**config.mk**
```make
export PLATFORM = sky130hd
export DESIGN_NAME = osrw_ram
export DESIGN_NICKNAME = d
export VERILOG_FILES = /design/src/sv/osrw_ram.sv
export SDC_FILE = /design/constraint.sdc
export NUM_CORES = 1
export LEC_CHECK = 0
export BUFFER_PORTS_ARGS = -buffer_cell sky130_fd_sc_hd__buf_2
export CAP_MARGIN = 20
export CORE_ASPECT_RATIO = 0.75
export CORE_MARGIN = 10
export CORE_UTILIZATION = 30
export CTS_BUF_LIST = sky130_fd_sc_hd__clkbuf_2
export CTS_CLUSTER_DIAMETER = 50
export DETAILED_ROUTE_END_ITERATION = 8
export PLACE_DENSITY_LB_ADDON = 0.25
export SYNTH_ARGS = -nofsm -noshare
export SYNTH_HDL_FRONTEND = slang
export SYNTH_SLANG_ARGS = --single-unit
```
**constraint.sdc**
```tcl
create_clock -name clk -period 2.7 [get_ports clk]
set_input_delay 0.135 -clock clk [delete_from_list [all_inputs] [get_ports clk]]
set_output_delay 0.135 -clock clk [all_outputs]
set_load 0.02 [all_outputs]
```
**src/sv/osrw_ram.sv**
```systemverilog
module osrw_ram #(
  parameter int WIDTH = 8,
  parameter int DEPTH = 16
) (
  input  logic                     clk,
  input  logic                     we,
  input  logic [$clog2(DEPTH)-1:0] waddr,
  input  logic [WIDTH-1:0]         wdata,
  input  logic                     re,
  input  logic [$clog2(DEPTH)-1:0] raddr,
  output logic [WIDTH-1:0]         rdata
);

  logic [WIDTH-1:0] mem [DEPTH];
  logic [WIDTH-1:0] rdata_r;

  // Write port and registered read port
  always_ff @(posedge clk) begin
    if (we) begin
      mem[waddr] <= wdata;
    end
    if (re) begin
      rdata_r <= mem[raddr];
    end
  end

  assign rdata = rdata_r;

endmodule
```
# == Word-level counts from Yosys, hierarchy flattened ==
# Memories as Yosys holds them, arrays and structs flattened. A register that Yosys moved wholly into a read port is not among the register bits.
# Cells that the tools add are included.
# word_totals
memories,1
elab_cells,3
regBits,0
ram_bits,128
output_inout_bits,8
input_bits,19
# classes
mux,2
# memory_table
name,words,width,rd,rd_ports_with_merged_regs,write_ports,line_no,rtl
mem,16,8,1,1,1,14,logic [WIDTH-1:0] mem [DEPTH];
# ops
op,n
$mux W1,2

# == Longest topological paths before layout ==
# logic_depth
word_depth,2
depth_mapped,5
mapped_depth_nobuf,3

# == Worst setup path after synthesis ==
# No wires, ideal clock.
# synth_timing
path_kind,input to register
start,input waddr[2]
end,"memory mem[0][0], enable pin"
arrival_ps,1245
required_ps,2317
setup_slack_ps,1072
path_buffers,0
setup_time_ps,383
stages,2
cell_sequence,or3b_2 > nor3_1
# synth_lines
element,line_no,rtl
"start, declared",7,"input logic [$clog2(DEPTH)-1:0] waddr,"
"end, declared",14,
# Straight into the memory's write port.

==> metrics.md <==
| Metric | Value |
|---|---|
| Final ANT Viol Nets | 0 |
| Vias in the first global route | 2584 |
| Via count | 2491 |
| H-tree lvl count | 4 |
| Sequential power share | 60.9% |
| Hold/Removal Path Class | in -> reg |
| Sw Share | 21.7% |
| Clk buf depth | 2 |
| Vias per cell | 4.63 |
| Reg-to-Reg End | rdata[2]$_DFFE_PP_ |
| Net count, final | 309 |
| Routability cong. | 0.735 |
| Gr usage total | 10.3% |
| Max VDD drop | 0.278 mV |
| Initial Util | 30.8% |
| PwrDens | 647 mW/mm² |
| F_max | 0.658 GHz |
| Max-slew violation count | 0 |
| Comb power frac | 6.3% |
| Crit path arrival time | 1940 ps |
| FP Rows | 41 |
| Die width | 172 µm |
| YS warnings | 0 |
| Clk_skew | 28.3 ps |
| Grt ovf | 0 |
| RSZ-0062 raised after global routing | no |
| First-pass GRT wire length | 17.0 mm |
| WHS Path Cells | 3 |
| Final hold vios | 0 |
| Root Buffer | clkbuf_2 |
| Netlist cell types | 18 |
| Cells along the critical path | mux4_1, a22oi_1, nand2_1 |
| Max incr delay on CP | 550 ps |
| Post-CTS sizing | 0 |
| Slew @ Worst Pin | 919 ps |
| Crit-path slowest cell | mux4_1 |
| Syn avg cell area | 22.8 µm² |
| Fraction of layout cells with a size suffix above 1 | 29.1% |
| Post CTS Setup Buffer Count | 0 |
| Layout Utilization | 35.7% |
| Crit path time final | 1520 ps |
| Xor and xnor fraction of the mapped netlist area | 0% |
| Status | completed |
| DRC violation count after routing | 0 |
| Die height | 134 µm |
| Clock Pin Slew Worst Setup and Hold Paths | 200 ps |
| Diodes inserted | 0 |
| CP bufs+invs | 0 |
| Synth Area in Simple Gates | 3.14% |
| Clock network fraction of total power | 32.9% |
| Crit-path leading delay family | multiplexers |
| Setup violators final | 0 |
| Min-Delay Endpoint | mem[12][6]$_DFFE_PP_ |
| Clock Latency Late Sink | 660 ps |
| CTS Hold Bufs | 10 |
| CP endpoint kind | register |
| Mapped cell area | 0.00523 mm² |
| Ports | 27 |
| TritonCTS clock tree | done |
| Slew margin rel. | 38.5% |
| DP Wirelength | 7.59 mm |
| Int Pwr | 3.07 mW |
| Die area | 0.0232 mm² |
| Setup TNS | 0 ps |
| Area Growth Syn to Fin | 16.0% |
| Synth Instances | 229 |
| Lkg Pwr | 2.00 nW |
| Max Cap Viol | 0 |
| Flops & latches, synth | 136 |
| Worst-case reg-to-reg path depth | 3 |
| Port Buffer Count | 26 |
| CP required | 3120 ps |
| Drt pass-1 iters | 4 |
| Fill cell count | 1595 |
| Initial DRC Count | 164 |
| Antenna violations before repair | 0 |
| CORE AREA | 0.0170 mm² |
| Crit-path max FO | 1 |
| Kind of critical path | reg -> reg |
| Routed len/inst | 20.9 µm |
| Worst reg2reg startpoint | mem[9][2]$_DFFE_PP_ |
| Largest net degree at the start of global routing | 17 |
| Startpoint types | register |
| Worst hold start | waddr[1] |
| Post-synthesis mux area share | 14.8% |
| Post-synthesis sequential area ratio | 78.1% |
| Syn nets | 248 |
| Period utilisation layout | 56.2% |
| Num CTS Buffers | 17 |
| Post-synthesis adder-cell area fraction | 0% |
| Largest family of logic cells by synthesized area | multiplexers |
| Compound-Gate Fraction of Synth Area | 2.30% |
| R2R Setup Slk | 1180 ps |
| Aggregate routed wire length | 11.2 mm |
| P_sw | 0.853 mW |
| Num Clock Sinks | 136 |
## power groups by stage
stage               registers, mW  clock network [mW]  logic, mW
floorplan                    2.45                   0      0.120
global placement             2.44                   0      0.239
detailed placement           2.44                   0      0.242
CTS                          2.39                1.33      0.254
global route                 2.39                1.42      0.272
finish                       2.39                1.29      0.247
## cells in the final DEF (no fill, tap or decap)
cell	count
bufinv_16	4
nand3_1	1
mux4_1	14
buf_4	14
or3b_2	1
buf_12	2
nor3_1	4
and2_1	1
clkinvlp_4	1
nor2_1	13
a22oi_1	16
mux4_2	18
nor2b_1	1
edfxtp_1	136
clkbuf_2	19
and2b_1	1
clkinv_1	4
nand2_1	9
dlygate4sd3_1	10
nand2b_1	2
clkinv_2	3
nand3b_1	2
buf_2	26
## stage by stage
stage	cells	worst slack, ps	hold WS, ps	instance area [µm²]	power, mW
after floorplan	229	1070	234	5230	2.57
after global placement	497	771	527	5710	2.68
after detailed placement	497	806	523	5710	2.68
after CTS	538	1160	1.19	6060	3.97
after global routing	538	1140	0.197	6060	4.09
final	538	1180	62.8	6060	3.93
## per-layer routing
metal,GRT usage (%),up-vias,part of all wire [%]
met5,0,-,0
met4,2.87,0,0.78
met3,3.11,8,5.3
met2,13.8,52,42
met1,15.4,1330,52
li1,-,1101,-
## sequential cells by signal, summed over array words and instances (netlist names)
| name | flops |
|---|---|
| mem | 128 |
| rdata | 8 |
## how the worst max path moves through the flow
stage | slack [ps] | to | start | cells past startpoint
2_1_floorplan | 1070 | mem[0][0]$_DFFE_PP_ | waddr[2] | 2
3_3_place_gp | 770 | mem[2][0]$_DFFE_PP_ | waddr[2] | 3
3_5_place_dp | 810 | mem[2][0]$_DFFE_PP_ | waddr[2] | 3
4_1_cts | 1160 | rdata[2]$_DFFE_PP_ | mem[9][2]$_DFFE_PP_ | 3
5_1_grt | 1140 | rdata[2]$_DFFE_PP_ | mem[9][2]$_DFFE_PP_ | 3
6_report | 1180 | rdata[2]$_DFFE_PP_ | mem[9][2]$_DFFE_PP_ | 3
## logic make-up after synthesis
kind of cell | after synthesis
buffers and inverters | 10
flip-flops | 136
AO/OA/AOI/OAI | 16
multiplexers | 32
AND/OR/NAND/NOR | 35
## worst min-delay path, cell delays in order
cell    delay (ps)
buf_2          160
nor3_1          70
buf_4          180
## synthesized netlist by cell type (all sizes together)
library cell / n / share of area, %
nor2: 13 / 0.93
nor2b: 1 / 0.12
nand3b: 2 / 0.29
or3b: 1 / 0.17
a22oi: 16 / 2.3
nand3: 1 / 0.096
and2b: 1 / 0.14
and2: 1 / 0.12
nand2: 9 / 0.65
buf: 7 / 1.1
edfxtp: 136 / 78
nor3: 4 / 0.38
mux4: 32 / 15
clkdlybuf4s25: 3 / 0.57
nand2b: 2 / 0.24
## final cells by class
type	count	area, µm²	area share, %
clock buffer	19	95.1	1.57
clock inverter	12	158	2.60
multi-input combinational	83	1060	17.4
sequential	136	4080	67.3
tap	236	295	4.87
timing repair buffer	52	375	6.19
(Power assumes the default switching activity.)
